--- config.mk ---
export PLATFORM = sky130hd
export DESIGN_NAME = gha_front
export DESIGN_NICKNAME = d
export VERILOG_FILES = /design/src/hdl/gha_pkg.sv /design/src/hdl/gha_front.sv
export SDC_FILE = /design/constraint.sdc
export NUM_CORES = 1
export LEC_CHECK = 0
export BUFFER_PORTS_ARGS = -buffer_cell sky130_fd_sc_hd__buf_2
export CORE_AREA = 2 2 105 107
export DETAILED_ROUTE_END_ITERATION = 16
export DIE_AREA = 0 0 107 109
export SETUP_SLACK_MARGIN = 0.15
export SKIP_LAST_GASP = 1
export SYNTH_ARGS = -nofsm -noshare
export SYNTH_HDL_FRONTEND = slang
export SYNTH_SLANG_ARGS = --single-unit
--- constraint.sdc ---
create_clock -name vclk -period 1.7
set_input_delay 0.17 -clock vclk [all_inputs]
set_output_delay 0.17 -clock vclk [all_outputs]
set_load 0.005 [all_outputs]
--- src/hdl/gha_pkg.sv ---
package gha_pkg;

  localparam int unsigned BlockBytes = 16;
  localparam int unsigned BlockBits  = BlockBytes * 8;
  localparam int unsigned HalfBits   = 64;
  localparam int unsigned CntW       = 61;
  localparam int unsigned NbW        = 5;
  localparam int unsigned QueueDepth = 2;

  localparam logic [CntW-1:0] CntMax = {CntW{1'b1}};

  localparam logic [1:0] CmdAad     = 2'd0;
  localparam logic [1:0] CmdText    = 2'd1;
  localparam logic [1:0] CmdFinal   = 2'd2;
  localparam logic [1:0] CmdRestart = 2'd3;

  localparam logic [1:0] CfgKeyHigh  = 2'd0;
  localparam logic [1:0] CfgKeyLow   = 2'd1;
  localparam logic [1:0] CfgMaskHigh = 2'd2;
  localparam logic [1:0] CfgMaskLow  = 2'd3;

  typedef struct packed {
    logic [1:0]          command;
    logic [HalfBits-1:0] block_high;
    logic [HalfBits-1:0] block_low;
    logic [NbW-1:0]      byte_count;
  } in_beat_t;

  typedef struct packed {
    logic [HalfBits-1:0] result_high;
    logic [HalfBits-1:0] result_low;
    logic                is_tag;
    logic                length_error;
  } out_beat_t;

  typedef struct packed {
    logic [1:0]           cmd;
    logic [BlockBits-1:0] blk;
    logic [NbW-1:0]       nbytes;
  } op_t;

  // GF(2^128) product in GCM bit order: bit 127 of a vector is the x^0 term.
  function automatic logic [BlockBits-1:0] gf_mul(input logic [BlockBits-1:0] x,
                                                  input logic [BlockBits-1:0] y);
    logic [2*BlockBits-2:0] p;
    logic [BlockBits-2:0]   h;
    logic [BlockBits+7:0]   t;
    logic [7:0]             g;
    logic [BlockBits-1:0]   r;
    logic [BlockBits-1:0]   z;
    int                     j;
    p = '0;
    for (int k = 0; k < 2*BlockBits-1; k++) begin
      for (int i = 0; i < BlockBits; i++) begin
        j = k - i;
        if (j >= 0 && j < BlockBits) begin
          p[k] = p[k] ^ (x[BlockBits-1-i] & y[BlockBits-1-j]);
        end
      end
    end
    h = p[2*BlockBits-2:BlockBits];
    t = {8'd0, p[BlockBits-1:0]} ^ (BlockBits+8)'(h) ^ ((BlockBits+8)'(h) << 1)
      ^ ((BlockBits+8)'(h) << 2) ^ ((BlockBits+8)'(h) << 7);
    g = t[BlockBits+7:BlockBits];
    r = t[BlockBits-1:0] ^ BlockBits'(g) ^ (BlockBits'(g) << 1)
      ^ (BlockBits'(g) << 2) ^ (BlockBits'(g) << 7);
    for (int k = 0; k < BlockBits; k++) begin
      z[BlockBits-1-k] = r[k];
    end
    return z;
  endfunction

endpackage

--- src/hdl/gha_front.sv ---
module gha_front (
  input  logic               in_valid_i,
  output logic               in_stall_o,
  input  gha_pkg::in_beat_t  in_data_i,
  input  logic               q_full_i,
  output logic               q_push_o,
  output gha_pkg::op_t       q_op_o
);

  logic [gha_pkg::NbW-1:0]       nb;
  logic [gha_pkg::BlockBits-1:0] mask;

  assign in_stall_o = q_full_i;
  assign q_push_o   = in_valid_i && !q_full_i;

  always_comb begin
    nb = (in_data_i.byte_count > gha_pkg::NbW'(gha_pkg::BlockBytes)) ?
         gha_pkg::NbW'(gha_pkg::BlockBytes) : in_data_i.byte_count;
    for (int b = 0; b < gha_pkg::BlockBytes; b++) begin
      mask[gha_pkg::BlockBits-1-8*b -: 8] = (gha_pkg::NbW'(b) < nb) ? 8'hff : 8'h00;
    end
    q_op_o.cmd    = in_data_i.command;
    q_op_o.blk    = {in_data_i.block_high, in_data_i.block_low} & mask;
    q_op_o.nbytes = nb;
  end

endmodule

; ---- Word-level counts from Yosys, hierarchy flattened
; Cells that the tools add are included.
[totals]
ff_bits = 0
out_inout_bits = 137
inputBits = 137
[op_classes]
reduce_logical = 2
muxes = 17
bitwise_logic = 1
order_cmp = 17
[op_table]
columns = operator, n
row1 = AND 128 bit, 1
row2 = 2-to-1 mux 8 bit, 16
row3 = "< comparator 4 x 5 -> 1 bit, first input constant", 8
row4 = "< comparator 3 x 5 -> 1 bit, first input constant", 4
row5 = "< comparator 1 x 5 -> 1 bit, first input constant", 2
row6 = "< comparator 2 x 5 -> 1 bit, first input constant", 2
row7 = "greater-than comparator 5 bit, second input constant", 1
row8 = 2-to-1 mux 5 bit, 1
row9 = logical AND 1 bit, 1
row10 = zero test 1 bit, 1

; ---- Depth between registers and ports, before layout
[depth]
ltp_word = 5
ltp_mapped = 4

; ---- Worst setup path after synthesis
; No wires, ideal clock.
[synth_timing]
kind = input-to-output
start = input in_data_i[0] (netlist name)
end = output q_op_o[61] (netlist name)
path_slack_ns = 0.415
required_time_ns = 1.530
n_path_buf = 2
arrival_ns = 1.115
stages = 4
path_cell_list = buf_6 -> or4_1 -> buf_2 -> and3_1
[synth_rtl]
columns = item, line
row1 = start: declaration, gha_front.sv:4  ; input gha_pkg::in_beat_t in_data_i,
row2 = end: declaration, gha_front.sv:7  ; output gha_pkg::op_t q_op_o

==> impl_metrics.toml <==
[routing]
vias_per_cell = 3.710
vias = 2137
totalWireLength_um = 6538
drtIter0Drc = 66
drc = 0
ant_nets = 0
first_pass_iters = 4
wl_per_cell_um = 11.35

[setup_path]
cp-end-kind = "output port"
start_kind = "input pin"
cp.arrival_ps = 1250
worstPathMaxFanout = 8
crit_type = "in -> out"
cp_data_required_time_ps = 1530

[timing]
min_period_over_period = 0.8374
slew_viol_final = 0
min_period_ps = 1424
setup_viol = 0
fin_ws_ps = 276.4
worstMarginPinSlew_ps = 579.4
hold_viol = 0
max_slew_margin = 0.6120
rsz0062_at_grt = "no"
final.setup.tns_ps = 0
clock.fmax_mhz = 702.4

[synth]
synth.net_count = 302
synth_area_mm2 = 0.001126
yosysMostFrequentCell = "nor2b_1"
synth_commonest_cells = "68 x nor2b_1, 32 x a21boi_0, 16 x and2_1, 16 x and3_1, 6 x clkbuf_1"
syn_avg_cell_area_um2 = 6.825
synthCells = 165
synth.top_cell.area_share = 0.3778
yosys_warnings = 0
synth_top_cell_by_area = "nor2b_1"
post_synth_num_cell_types = 25
synthTopCellsByArea = "nor2b_1 38%, a21boi_0 21%, and2_1 8.9%"
seq_area_frac_synth = 0

[floorplan]
die_area_mm2 = 0.01166
rows = 38
dieWidth_um = 107
start_util = 0.1062
coreArea_mm2 = 0.01060
io_pins = 274
die_y_um = 109

[placed_design]
place_ws_ps = 170.5
gp_congestion = 0.8119
dpl.hpwl_um = 5935
port_buffers = 270

[power_and_ir_drop]
p_leak_nw = 1.609
powerDensity_mw_per_mm2 = 234.1
ir_worst_vdd_mv = 0.09158

[status]
status = "complete, no violations"

[clock_tree]
post-cts-setup-buffers = 0

[layout]
n_clock_buffer = 0
drive_gt1_frac = 0.6743
n_fill_cell = 1224
area_growth_pct = 139.0
seq_cells = 0
multi_input_area_mm2 = 0.001041
antenna_cells = 0
seq_area_um2 = 0
nets = 575

[grt]
antenna_found_initial = 0
grt_pass1_vias = 1780
gr-total-overflow = 0
grt_pass1_wl_um = 8942
grt_max_degree = 25
grt_usage = 0.09444

[min_path]
min_to = "q_op_o[133]"
holdPathStages = 0
min_path_type = "in -> out"
holdCritStartpoint = "in_data_i[133]"

[job]
max-cap-violations = 0
==> stage by stage <==
| step | power [mW] | area, µm² | utilization | hold slack [ps] | instances |
|---|---|---|---|---|---|
| floorplan | 0.2476 | 1126 | - | 370.2 | 165 |
| global placement | 0.6354 | 2685 | 0.2532 | 340.0 | 576 |
| detailed placement | 0.6365 | 2685 | 0.2532 | 340.0 | 576 |
| CTS | 0.6388 | 2685 | 0.2532 | 340.0 | 576 |
| global route | 0.7000 | 2691 | 0.2538 | 340.0 | 576 |
| finish | 0.6300 | 2691 | 0.2538 | 340.0 | 576 |
==> critical path, cell delays in order <==
cell and delay [ps]:
buf_2 160, or4_4 580, and3_1 210, buf_2 130
==> final cells by class <==
type	instances	area share
inverter	1	0.001395
multi-input combinational	149	0.3868
tap	140	0.06509
timing repair buffer	286	0.5467
==> worst max-delay path by stage <==
stage	start	endpoint	slack, ps	cells past startpoint
after floorplan	in_data_i[0]	q_op_o[61]	420	4
after global placement	in_data_i[1]	q_op_o[65]	190	4
after detailed placement	in_data_i[1]	q_op_o[65]	170	4
after CTS	in_data_i[1]	q_op_o[65]	170	4
after global routing	in_data_i[3]	q_op_o[29]	160	4
final	in_data_i[1]	q_op_o[65]	280	4
==> placed cells by master (no fill, tap or decap) <==
cell       instances
o21ai_0            1
a21oi_1            1
buf_2            270
inv_1              1
o21ai_1            1
and2b_1            1
nor2_1             2
a211oi_2           1
and2_1            16
o211ai_1           1
a31oi_1            1
and3_1            16
or2_4              1
a211o_1            1
a21boi_0          32
a41oi_2            1
or4_4              1
a2111oi_4          1
buf_4             16
a311oi_2           1
nor4_4             1
nor3_2             1
nor2b_1           68
==> report_power, final <==
group,internal [mW],switching (mW),total [mW]
sequential,0,0,0
clock,0,0,0
combinational,0.361,0.269,0.630
total,0.361,0.269,0.630
==> cells by family after synthesis <==
group	share of synthesized area
buffers and inverters	0.08110
AO/OA/AOI/OAI	0.3100
AND/OR/NAND/NOR	0.6089
==> metal layers <==
| metal | track usage | wire, µm |
|---|---|---|
| met5 | 0 | 0 |
| met4 | 0.001855 | 0 |
| met3 | 0.01255 | 664 |
| met2 | 0.1820 | 3285 |
| met1 | 0.1179 | 2587 |
==> what timing repair did <==
action	CTS	global route
endpoints found under the setup margin	0	22
hold buffers	0	0
resized for setup	0	2
Power figures use the tool's default switching activity.
