$ cat src/hdl/gha_pkg.sv
package gha_pkg;

  localparam int unsigned BlockBytes = 16;
  localparam int unsigned BlockBits  = BlockBytes * 8;
  localparam int unsigned HalfBits   = 64;
  localparam int unsigned CntW       = 61;
  localparam int unsigned NbW        = 5;
  localparam int unsigned QueueDepth = 2;

  localparam logic [CntW-1:0] CntMax = {CntW{1'b1}};

  localparam logic [1:0] CmdAad     = 2'd0;
  localparam logic [1:0] CmdText    = 2'd1;
  localparam logic [1:0] CmdFinal   = 2'd2;
  localparam logic [1:0] CmdRestart = 2'd3;

  localparam logic [1:0] CfgKeyHigh  = 2'd0;
  localparam logic [1:0] CfgKeyLow   = 2'd1;
  localparam logic [1:0] CfgMaskHigh = 2'd2;
  localparam logic [1:0] CfgMaskLow  = 2'd3;

  typedef struct packed {
    logic [1:0]          command;
    logic [HalfBits-1:0] block_high;
    logic [HalfBits-1:0] block_low;
    logic [NbW-1:0]      byte_count;
  } in_beat_t;

  typedef struct packed {
    logic [HalfBits-1:0] result_high;
    logic [HalfBits-1:0] result_low;
    logic                is_tag;
    logic                length_error;
  } out_beat_t;

  typedef struct packed {
    logic [1:0]           cmd;
    logic [BlockBits-1:0] blk;
    logic [NbW-1:0]       nbytes;
  } op_t;

  // GF(2^128) product in GCM bit order: bit 127 of a vector is the x^0 term.
  function automatic logic [BlockBits-1:0] gf_mul(input logic [BlockBits-1:0] x,
                                                  input logic [BlockBits-1:0] y);
    logic [2*BlockBits-2:0] p;
    logic [BlockBits-2:0]   h;
    logic [BlockBits+7:0]   t;
    logic [7:0]             g;
    logic [BlockBits-1:0]   r;
    logic [BlockBits-1:0]   z;
    int                     j;
    p = '0;
    for (int k = 0; k < 2*BlockBits-1; k++) begin
      for (int i = 0; i < BlockBits; i++) begin
        j = k - i;
        if (j >= 0 && j < BlockBits) begin
          p[k] = p[k] ^ (x[BlockBits-1-i] & y[BlockBits-1-j]);
        end
      end
    end
    h = p[2*BlockBits-2:BlockBits];
    t = {8'd0, p[BlockBits-1:0]} ^ (BlockBits+8)'(h) ^ ((BlockBits+8)'(h) << 1)
      ^ ((BlockBits+8)'(h) << 2) ^ ((BlockBits+8)'(h) << 7);
    g = t[BlockBits+7:BlockBits];
    r = t[BlockBits-1:0] ^ BlockBits'(g) ^ (BlockBits'(g) << 1)
      ^ (BlockBits'(g) << 2) ^ (BlockBits'(g) << 7);
    for (int k = 0; k < BlockBits; k++) begin
      z[BlockBits-1-k] = r[k];
    end
    return z;
  endfunction

endpackage

$ cat src/hdl/gha_queue.sv
module gha_queue #(
  parameter int unsigned Depth = gha_pkg::QueueDepth
) (
  input  logic         clk_i,
  input  logic         rst_ni,
  input  logic         push_i,
  input  gha_pkg::op_t push_op_i,
  output logic         full_o,
  input  logic         pop_i,
  output logic         valid_o,
  output gha_pkg::op_t pop_op_o
);

  localparam int unsigned PtrW = (Depth > 1) ? $clog2(Depth) : 1;
  localparam int unsigned CntW = $clog2(Depth + 1);

  gha_pkg::op_t    mem_q [Depth];
  logic [PtrW-1:0] wr_ptr_q, wr_ptr_d, rd_ptr_q, rd_ptr_d;
  logic [CntW-1:0] cnt_q, cnt_d;

  assign full_o   = (cnt_q == CntW'(Depth));
  assign valid_o  = (cnt_q != '0);
  assign pop_op_o = mem_q[rd_ptr_q];

  always_comb begin
    wr_ptr_d = wr_ptr_q;
    rd_ptr_d = rd_ptr_q;
    cnt_d    = cnt_q;
    if (push_i) begin
      wr_ptr_d = (wr_ptr_q == PtrW'(Depth - 1)) ? '0 : wr_ptr_q + 1'b1;
    end
    if (pop_i) begin
      rd_ptr_d = (rd_ptr_q == PtrW'(Depth - 1)) ? '0 : rd_ptr_q + 1'b1;
    end
    if (push_i && !pop_i) begin
      cnt_d = cnt_q + 1'b1;
    end else if (pop_i && !push_i) begin
      cnt_d = cnt_q - 1'b1;
    end
  end

  always_ff @(posedge clk_i or negedge rst_ni) begin
    if (!rst_ni) begin
      wr_ptr_q <= '0;
      rd_ptr_q <= '0;
      cnt_q    <= '0;
    end else begin
      wr_ptr_q <= wr_ptr_d;
      rd_ptr_q <= rd_ptr_d;
      cnt_q    <= cnt_d;
    end
  end

  always_ff @(posedge clk_i) begin
    if (push_i) begin
      mem_q[wr_ptr_q] <= push_op_i;
    end
  end

  assert property (@(posedge clk_i) disable iff (!rst_ni) full_o |-> !push_i)
    else $error("push into full queue");
  assert property (@(posedge clk_i) disable iff (!rst_ni) !valid_o |-> !pop_i)
    else $error("pop from empty queue");

endmodule

$ cat config.mk
export PLATFORM = sky130hd
export DESIGN_NAME = gha_queue
export DESIGN_NICKNAME = d
export VERILOG_FILES = /design/src/hdl/gha_pkg.sv /design/src/hdl/gha_queue.sv
export SDC_FILE = /design/constraint.sdc
export NUM_CORES = 1
export LEC_CHECK = 0
export BUFFER_PORTS_ARGS = -buffer_cell sky130_fd_sc_hd__buf_4
export CORE_UTILIZATION = 43
export CTS_BUF_LIST = sky130_fd_sc_hd__clkbuf_16
export DETAILED_ROUTE_END_ITERATION = 8
export GPL_TIMING_DRIVEN = 0
export PLACE_DENSITY = 0.81
export SETUP_SLACK_MARGIN = 0.4
export SLEW_MARGIN = 20
export SYNTH_ARGS = -nofsm -noshare
export SYNTH_HDL_FRONTEND = slang
export SYNTH_SLANG_ARGS = --single-unit
$ cat constraint.sdc
create_clock -name clk_i -period 6.7 [get_ports clk_i]
set_input_delay 0.335 -clock clk_i [delete_from_list [all_inputs] [get_ports clk_i]]
set_output_delay 0.335 -clock clk_i [all_outputs]
set_load 0.02 [all_outputs]
# == Yosys cells after proc, flatten, opt, wreduce, memory -nomap -nowiden ==
# Memory sizes are Yosys's and may differ from the RTL's.
# Cells that the tools add are included.
# totals
ff_bits,4
ramBits,270
n_memories,1
# op_classes
addsub,4
n_eq_ne,1
mux,6
n_reduce_logical,6
# memory_table
name,words,word_bits,rd,rd_clocked_by_memory_dff,write_ports,line_no,text
mem_q,2,135,1,0,1,gha_queue.sv:17,gha_pkg::op_t mem_q [Depth];
# ops
op,count
$mux W1,4
$mux W2,2
$reduce_bool A2 Y1,2
$add A1 B1 Y1 const B,2
$add A2 B1 Y2 const B,1
$eq A2 B2 Y1 const B,1
$logic_and A1 B1 Y1,2
$logic_not A1 Y1,2
$sub A2 B1 Y2 const B,1

# == Logic depth before layout (Yosys ltp) ==
# Gate-level depths: netlist (run 1).
# logic_depth
depth_word,4
depth_mapped,5
ltp_nobuf,5

# == Worst setup path after synthesis (run 1) ==
# Ideal clock, no wire load.
# synth_path
kind,reg2reg
startpoint,register wr_ptr_q
endpoint,memory mem_q[0][0] (netlist bit) (enable)
t_arrival_ps,6366
t_required_ps,6053
setup_slack_ps,-313
path_stages_with_launch,2
path_buffers,0
path_cell_list,dfrtp_1 nor2b_1
# synth_lines
item,line_no,text
from (decl),gha_queue.sv:18,"logic [PtrW-1:0] wr_ptr_q, wr_ptr_d, rd_ptr_q, rd_ptr_d;"
from (signal assigned),gha_queue.sv:48,wr_ptr_q <= wr_ptr_d;
to (decl),gha_queue.sv:17,
# No word-level cell before the write port.

==> out/qor.txt, run 1 <==
Power Total -> 0.00615 W
number of remaining DRC errors -> 0
HPWL after DPL -> 13200 um
met2 usage -> 34.7%
Reg clk slew, reported paths -> 0.06 ns
RSZ-0062 raised after global routing -> no
share of cells above drive strength 1 -> 52.1%
worst slew pin tran -> 0.601 ns
Slew HR -> 59.9%
Setup CP Type -> reg2out
Placer Congestion -> 0.703
CTS tree -> built
root buf cell -> clkbuf_16
Hold Path Cell Cnt -> 2
Starting Density -> 44.1%
Port Buffers -> 275
R2R setup slack -> 4.83 ns
DP Area -> 0.0128 mm2
max cap viols -> 0
Top Ports -> 276
initial antenna violation count -> 1
post_cts resized -> 0
Die Span Y -> 155 um
H-Tree Level Count -> 1
cts bufs inserted -> 29
R2R cell count -> 5
max-slew violations -> 0
yosys warns -> 0
#FFs+latches synth -> 274
worst skew pair latency -> 0.53 ns
Overflow after GRT -> 0
nature of the critical path startpoint -> flop
vias in the first global route -> 6344
Post-Layout Cell Count -> 1221
critical path data required time -> 6.36 ns
placed instance count -> 1033
GRT Util Overall -> 18.6%
GRT Max-Usage Layer -> met2
Nets -> 1028
CTS Buffer Depth -> 3
fmax -> 0.446 GHz
Finish-stage setup viols -> 0
DR vias -> 5836
syn_area_per_cell -> 23.1 um2
beginning of the worst hold path -> push_i
Via density -> 4.78
Final min period -> 2.24 ns
global routing met3 resource utilization -> 4.71%
DRT Pass-1 Iters -> 4
met1 GRT Util -> 20.2%
Reg-to-Reg End -> mem_q[0][5]$_DFFE_PP_
Syn Std Cell Area -> 0.0101 mm2
CP arrival -> 1.91 ns
Post-Syn Instances -> 436
first-pass GRT wire length -> 34100 um
Setup WS post-layout -> 4.46 ns
final WL -> 22800 um
Wirelength per Cell -> 18.7 um
fin crit share -> 33.4%
CP Capture Type -> output port
fin area -> 0.0150 mm2
core area -> 0.0228 mm2
First DRT Iteration DRCs -> 219
sequential fraction of the synthesis area -> 81.4%
Static Leak -> 5.85 nW
synth-to-layout area growth -> 49.3%
floorplan row count -> 55
die area -> 0.0241 mm2
final hold viol count -> 0
status -> finished clean
Pwr Density -> 409 mW/mm2
Max Clock Skew -> 0.00900 ns
setup_tns -> 0 ns
net count after synthesis -> 576
most frequent cells in the layout -> buf_4, edfxtp_1, dlygate4sd3_1
Unique masters post-synth -> 14
Hold Path Sink -> wr_ptr_q$_DFFE_PN0P_
FF-to-FF Start -> wr_ptr_q$_DFFE_PN0P_
min-delay worst type -> in2reg
fill cell instance count of the final layout -> 1528
DRT antenna net count -> 0
commonest non-fill, non-tap cell in the layout -> buf_4
die extent in x -> 155 um
CTS sink cnt -> 274
Worst Path Max Fanout -> 10
Setup WS pre-CTS -> 4.76 ns
Worst VDD drop -> 0.000302 V
largest net degree at the start of global routing -> 54
power breakdown:
group	leakage, nW	total, W	switching (W)	internal [W]
logic	2.82	0.00228	0.00119	0.00109
clock network	0.453	0.00151	0.000617	0.000891
registers	2.58	0.00236	0.0000844	0.00227
layer usage:
layer,routed length (um),share of wire (%)
met5,0,0
met3,1630,7.1
met1,8200,36
met4,873,3.8
met2,12100,53
cell families (layout without fill, tap and decap cells):
kind of cell  Yosys count  after routing  share of synthesized area, %
xor+xnor                5              5                         0.434
fa+ha+maj               1              1                         0.124
buf+inv                16            487                          1.15
flops                 274            274                          81.4
mux                   135            135                          16.6
other cells             0              1                             0
simple gates            5              5                         0.286
sequential cells by signal, summed over array words and instances (netlist names):
register,cells
cnt_q,2
mem_q,270
rd_ptr_q,1
wr_ptr_q,1
cell usage after synthesis, drive strengths merged:
cell type,n,share of area [%]
xor2,4,0.35
buf,15,1.1
nor2b,2,0.12
edfxtp,270,80
ha,1,0.12
nor2,1,0.037
dfrtp,4,0.99
or2,1,0.062
xnor2,1,0.087
inv,1,0.037
and2,1,0.062
mux2,135,17
area by class of cell:
cell class | count | area (um2) | area share, %
timing repair buffer | 421 | 3670 | 24.4
inverter | 1 | 3.75 | 0.0250
multi-input combinational | 146 | 1770 | 11.7
tap | 313 | 392 | 2.60
clock inverter | 21 | 166 | 1.11
buffer | 15 | 113 | 0.749
clock buffer | 29 | 726 | 4.82
sequential | 274 | 8210 | 54.6
antenna | 1 | 2.50 | 0.0166
through the flow:
stage | hold WS, ns | utilization, %
2_1_floorplan | 0.0394 | -
3_3_place_gp | 0.132 | 54.9
3_5_place_dp | 0.133 | 55.9
4_1_cts | 0.00354 | 65.8
5_1_grt | 0.0174 | 65.8
6_report | 0.0264 | 65.8
critical path, cell delays in order, from the launching register on:
cell	delay, ns
dfrtp_1	0.33
buf_6	0.16
buf_6	0.19
buf_6	0.20
mux2_4	0.31
buf_4	0.16
worst max path at each step:
stage                              start                      to  slack, ns  cells after the start
floorplan           wr_ptr_q$_DFFE_PN0P_   mem_q[0][0]$_DFFE_PP_       2.33                      1
global placement                  push_i  mem_q[0][74]$_DFFE_PP_       0.28                      2
detailed placement                push_i  mem_q[0][12]$_DFFE_PP_       4.76                      6
CTS                 rd_ptr_q$_DFFE_PN0P_            pop_op_o[83]       4.41                      5
global route        rd_ptr_q$_DFFE_PN0P_            pop_op_o[25]       4.38                      4
finish              rd_ptr_q$_DFFE_PN0P_            pop_op_o[84]       4.46                      5
what timing repair did:
action,4_1_cts,5_1_grt
endpoints found under the setup margin,0,0
buffers inserted,0,0
hold buffers,137,0
endpoints found under the hold margin,275,0
(Power assumes the default switching activity.)
==> inputs of run 2 (changes only) <==
- clock period: 6.7 -> 1.8 ns (I/O delays scaled with it)
==> run 2 against run 1 <==
  * Worst hold slack better by 0.14 ns
  * Core utilization is 8.3 points higher
  * The flow now finishes with violations (negative setup slack)
  * Final cell count grew 4.7%
  * Count of clock-buffer cells in the layout down 2
  * Critical endpoint is now pop_op_o[96]
  * Register-to-register slack worse by 4.8 ns
  * Via count up 6.0%
  * Global-route usage up 2.6 points
  * Sequential cell count did not move
  * Clock power increased to 3.7 times the previous value
==> out/qor.txt, run 2 (same netlist as run 1, synthesis figures left out) <==
Final min period -> 1.95 ns
share of cells above drive strength 1 -> 55.2%
detailed-routing wirelength on met1 -> 9730 um
critical path data required time -> 1.71 ns
die area -> 0.0241 mm2
CTS tree -> built
DRT antenna net count -> 0
largest net degree at the start of global routing -> 52
final hold viol count -> 0
Most flops, register -> mem_q
Top Ports -> 276
Worst VDD drop -> 0.000968 V
core area -> 0.0228 mm2
number of remaining DRC errors -> 0
Setup CP Type -> reg2out
final WL -> 27800 um
initial antenna violation count -> 1
Finish-stage setup viols -> 135
met2 routed WL -> 15500 um
First DRT Iteration DRCs -> 268
Port Buffers -> 275
Top Metal Used -> met4
cts bufs inserted -> 27
H-Tree Level Count -> 1
Setup WS post-layout -> -0.153 ns
GRT Util Overall -> 21.2%
floorplan row count -> 55
DP Area -> 0.0128 mm2
most frequent cells in the layout -> edfxtp_1, buf_4, buf_6
status -> finished with violations
Overflow after GRT -> 0
met3 WL -> 1630 um
max cap viols -> 0
Critical Path Most Common Cell -> buf_12
Static Leak -> 6.75 nW
Pwr Density -> 1600 mW/mm2
Worst Path Max Fanout -> 10
worst-path cell chain -> buf_12 > buf_12 > buf_12 > mux2_4 > buf_6
final core utilization -> 74.2%
commonest non-fill, non-tap cell in the layout -> edfxtp_1
Max Clock Skew -> 0.0103 ns
fmax -> 0.512 GHz
DR vias -> 6184
CTS sink cnt -> 274
Nets -> 1085
Starting Density -> 44.1%
die extent in x -> 155 um
Via density -> 4.84
root buf cell -> clkbuf_16
Placer Congestion -> 0.705
synth-to-layout area growth -> 68.1%
CP Capture Type -> output port
Regs by FF count -> mem_q: 270 flops, cnt_q: 2 flops
max-slew violations -> 0
failing checks -> negative setup slack
worst slew pin tran -> 0.325 ns
first-pass GRT wire length -> 38100 um
RSZ-0062 raised after global routing -> yes
R2R cell count -> 8
Die Span Y -> 155 um
Hold Path Cell Cnt -> 2
slowest CP cell -> dfrtp_2
nature of the critical path startpoint -> flop
CTS Buffer Depth -> 3
Slew HR -> 78.3%
fin crit share -> 108%
Largest register FFs -> 270
Wirelength per Cell -> 21.8 um
Worst path max stage delay -> 0.43 ns
HPWL after DPL -> 13300 um
min-delay worst type -> in2reg
fin area -> 0.0169 mm2
vias in the first global route -> 6805
DRT Pass-1 Iters -> 4
CP arrival -> 1.86 ns
Reg clk slew, reported paths -> 0.07 ns
worst skew pair latency -> 0.52 ns
## run 2: power by group
part	internal (W)	switching [W]
sequential	0.00846	0.000351
clock	0.00327	0.00229
combinational	0.00713	0.00552
## run 2: through the flow
| stage | total power [W] | hold slack [ns] | setup TNS [ns] | setup WS, ns | instances |
|---|---|---|---|---|---|
| finish | 0.0270 | 0.163 | -16.26 | -0.153 | 1278 |
| global route | 0.0279 | 0.155 | -22.47 | -0.192 | 1278 |
| CTS | 0.0255 | 0.172 | -17.15 | -0.155 | 1257 |
| detailed placement | 0.0171 | -0.108 | -7.91 | -0.304 | 1033 |
| global placement | 0.0167 | -0.112 | -509.66 | -2.15 | 1024 |
| floorplan | 0.0138 | -0.206 | -241.73 | -1.05 | 436 |
## run 2: final cells by class
cell class,count,area [um2]
Clock inverter,21,191
Buffer,15,290
Antenna cell,1,2.50
Multi-Input combinational cell,148,1920
Timing Repair Buffer,478,5260
Inverter,1,3.75
Clock buffer,27,676
Tap cell,313,392
Sequential cell,274,8210
Fill cell,1253,5900
## run 2: repair_timing
action,4_1_cts,5_1_grt
hold buffers,139,0
hold endpoints to repair,277,0
setup buffers,23,7
gates cloned,14,13
resized for setup,180,90
endpoints found under the setup margin,385,276
pin swaps,1,0
## run 2: path summary, 6_finish.rpt
kind	from	end	slack (ns)
min	push_i	mem_q[1][14]$_DFFE_PP_	0.16
min in group asynchronous	rst_ni	cnt_q[0]$_DFFE_PN0P_	0.50
min reg2reg	cnt_q[1]$_DFFE_PN0P_	cnt_q[1]$_DFFE_PN0P_	0.62
max	rd_ptr_q$_DFFE_PN0P_	pop_op_o[96]	-0.15
max in group asynchronous	rst_ni	wr_ptr_q$_DFFE_PN0P_	1.09
max reg2reg	wr_ptr_q$_DFFE_PN0P_	mem_q[0][6]$_DFFE_PP_	0.08
## run 2: per-layer routing
layer | GRT usage (%) | vias up
li1 | - | 2775
met1 | 22.8 | 3097
met2 | 40.6 | 248
met3 | 4.46 | 64
met4 | 7.97 | 0
met5 | 0 | -
## run 2: critical path: cells and delay by family (launching register included)
kind	cells	cell delay (ns)
buffers and inverters	4	0.58
DFF	1	0.43
muxes	1	0.31
==> inputs of run 3 (changes only) <==
- BUFFER_PORTS_ARGS: -buffer_cell sky130_fd_sc_hd__buf_4 -> default
- DONT_BUFFER_PORTS: default -> 1
- PLACE_DENSITY: 0.81 -> 0.71
==> run 3 against run 2 <==
  * The run still ends with negative setup slack left
  * Via count fell by 17%
  * Highest routed layer unchanged
  * Final cell count fell by 23%
  * Setup slack improved by 0.14 ns
  * Global-route usage fell by 2.2 points
  * Critical path depth fell by 1
  * Combinational power fell by 33%
==> out/qor.txt, run 3 (same netlist as run 1, synthesis figures left out) <==
Finish-stage setup viols -> 48
CTS tree -> built
Slew HR -> 75.5%
fin area -> 0.0140 mm2
CTS Buffer Depth -> 3
cts bufs inserted -> 27
Regs by FF count -> mem_q: 270 flops, cnt_q: 2 flops
Starting Density -> 44.1%
root buf cell -> clkbuf_16
floorplan row count -> 55
Pint -> 0.0155 W
nature of the critical path startpoint -> flop
clock power share -> 24.1%
Worst Path Max Fanout -> 12
area of the multi-input gates -> 0.00195 mm2
register area -> 0.00821 mm2
Hold Path Cell Cnt -> 2
Setup CP Type -> reg2out
Largest register FFs -> 270
first-pass GRT wire length -> 33800 um
Most flops, register -> mem_q
Combinational Power Share -> 37.2%
DRT antenna net count -> 0
max-slew violations -> 0
vias in the first global route -> 5434
setup_tns -> -0.332 ns
core area -> 0.0228 mm2
met1 GRT Util -> 23.3%
Reg power frac -> 38.6%
Max Clock Skew -> 0.00690 ns
met2 usage -> 32.5%
die extent in x -> 155 um
fmax -> 0.551 GHz
DRT Pass-1 Iters -> 5
commonest non-fill, non-tap cell in the layout -> edfxtp_1
initial antenna violation count -> 0
RSZ-0062 raised after global routing -> yes
min-delay worst type -> in2reg
Overflow after GRT -> 0
Die Span Y -> 155 um
critical path data required time -> 1.71 ns
Reg clk slew, reported paths -> 0.07 ns
Port Buffers -> 0
most frequent cells in the layout -> edfxtp_1, dlygate4sd3_1, mux2_4
ANT cells -> 0
share of cells above drive strength 1 -> 37.1%
NetSw -> 0.00730 W
number of remaining DRC errors -> 0
worst slew pin tran -> 0.366 ns
DR vias -> 5114
global routing met3 resource utilization -> 5.54%
Static Leak -> 5.11 nW
largest net degree at the start of global routing -> 40
status -> finished with violations
DP Area -> 0.0107 mm2
R2R setup slack -> 0.24 ns
Power Total -> 0.0228 W
R2R cell count -> 7
Placer Congestion -> 0.732
CP Capture Type -> output port
Pwr Density -> 1630 mW/mm2
placed instance count -> 756
First DRT Iteration DRCs -> 262
Reg-to-Reg End -> mem_q[0][79]$_DFFE_PP_
die area -> 0.0241 mm2
final WL -> 24600 um
CP arrival -> 1.73 ns
worst skew pair latency -> 0.53 ns
Worst VDD drop -> 0.00114 V
CTS sink cnt -> 274
Hold Path Sink -> mem_q[1][57]$_DFFE_PP_
Final min period -> 1.82 ns
HPWL after DPL -> 12600 um
GRT Util Overall -> 19.1%
beginning of the worst hold path -> push_i
failing checks -> negative setup slack
sw frac -> 32.0%
Top Ports -> 276
Nets -> 801
fin crit share -> 101%
Via density -> 5.17
final hold viol count -> 0
GRT Max-Usage Layer -> met2
max cap viols -> 0
Wirelength per Cell -> 24.8 um
Setup WS post-layout -> -0.0158 ns
FF-to-FF Start -> wr_ptr_q$_DFFE_PN0P_
H-Tree Level Count -> 1
Post-Layout Cell Count -> 990
synth-to-layout area growth -> 39.1%
fill cell instance count of the final layout -> 1542
[run 3: worst max-delay path by stage]
stage / from / endpoint / slack, ns / cells past startpoint
finish: rd_ptr_q$_DFFE_PN0P_ / pop_op_o[71] / -0.02 / 4
global route: rd_ptr_q$_DFFE_PN0P_ / pop_op_o[71] / -0.07 / 4
CTS: rd_ptr_q$_DFFE_PN0P_ / pop_op_o[71] / -0.07 / 4
detailed placement: wr_ptr_q$_DFFE_PN0P_ / mem_q[0][89]$_DFFE_PP_ / -0.33 / 4
global placement: wr_ptr_q$_DFFE_PN0P_ / mem_q[0][104]$_DFFE_PP_ / -1.91 / 1
floorplan: wr_ptr_q$_DFFE_PN0P_ / mem_q[0][0]$_DFFE_PP_ / -1.05 / 1
[run 3: cell type report]
cell class | count | area share [%]
sequential | 274 | 58.6
tap | 313 | 2.79
buffer | 15 | 1.46
inverter | 1 | 0.0268
clock buffer | 27 | 4.82
timing repair buffer | 193 | 17.2
multi-input combinational | 149 | 13.9
clock inverter | 18 | 1.25
[run 3: routing by layer]
metal	vias up	part of all wire (%)	wire length, um
met2	299	50	12200
met4	0	2.7	666
met1	2573	38	9440
met3	46	9.0	2220
li1	2196	-	-
met5	-	0	0
[run 3: critical path: stages, from the launching register on]
cell and delay, ns:
dfrtp_1 0.39, buf_12 0.16, buf_12 0.15, buf_12 0.15, mux2_4 0.35
[run 3: timing repair]
action / 4_1_cts / 5_1_grt
endpoints found under the setup margin: 407 / 299
cloned: 11 / 11
gates resized for setup: 71 / 32
buffers inserted: 22 / 5
pin swaps: 1 / 1
hold buffers: 139 / 1
endpoints found under the hold margin: 313 / 12
[run 3: metrics by stage]
stage | hold WS (ns) | worst slack (ns) | util, %
2_1_floorplan | -0.206 | -1.05 | -
3_3_place_gp | -0.205 | -1.91 | 45.9
3_5_place_dp | -0.205 | -0.330 | 46.7
4_1_cts | 0.0182 | -0.0658 | 59.5
5_1_grt | 0.0778 | -0.0661 | 61.3
6_report | 0.0848 | -0.0158 | 61.3
[run 3: power groups by stage]
stage | Sequential, W | Combinational (W) | Clock [W]
floorplan | 0.00886 | 0.00491 | 0
global route | 0.00891 | 0.00885 | 0.00582
detailed placement | 0.00889 | 0.00612 | 0
finish | 0.00882 | 0.00849 | 0.00551
global placement | 0.00894 | 0.00573 | 0
CTS | 0.00876 | 0.00780 | 0.00555
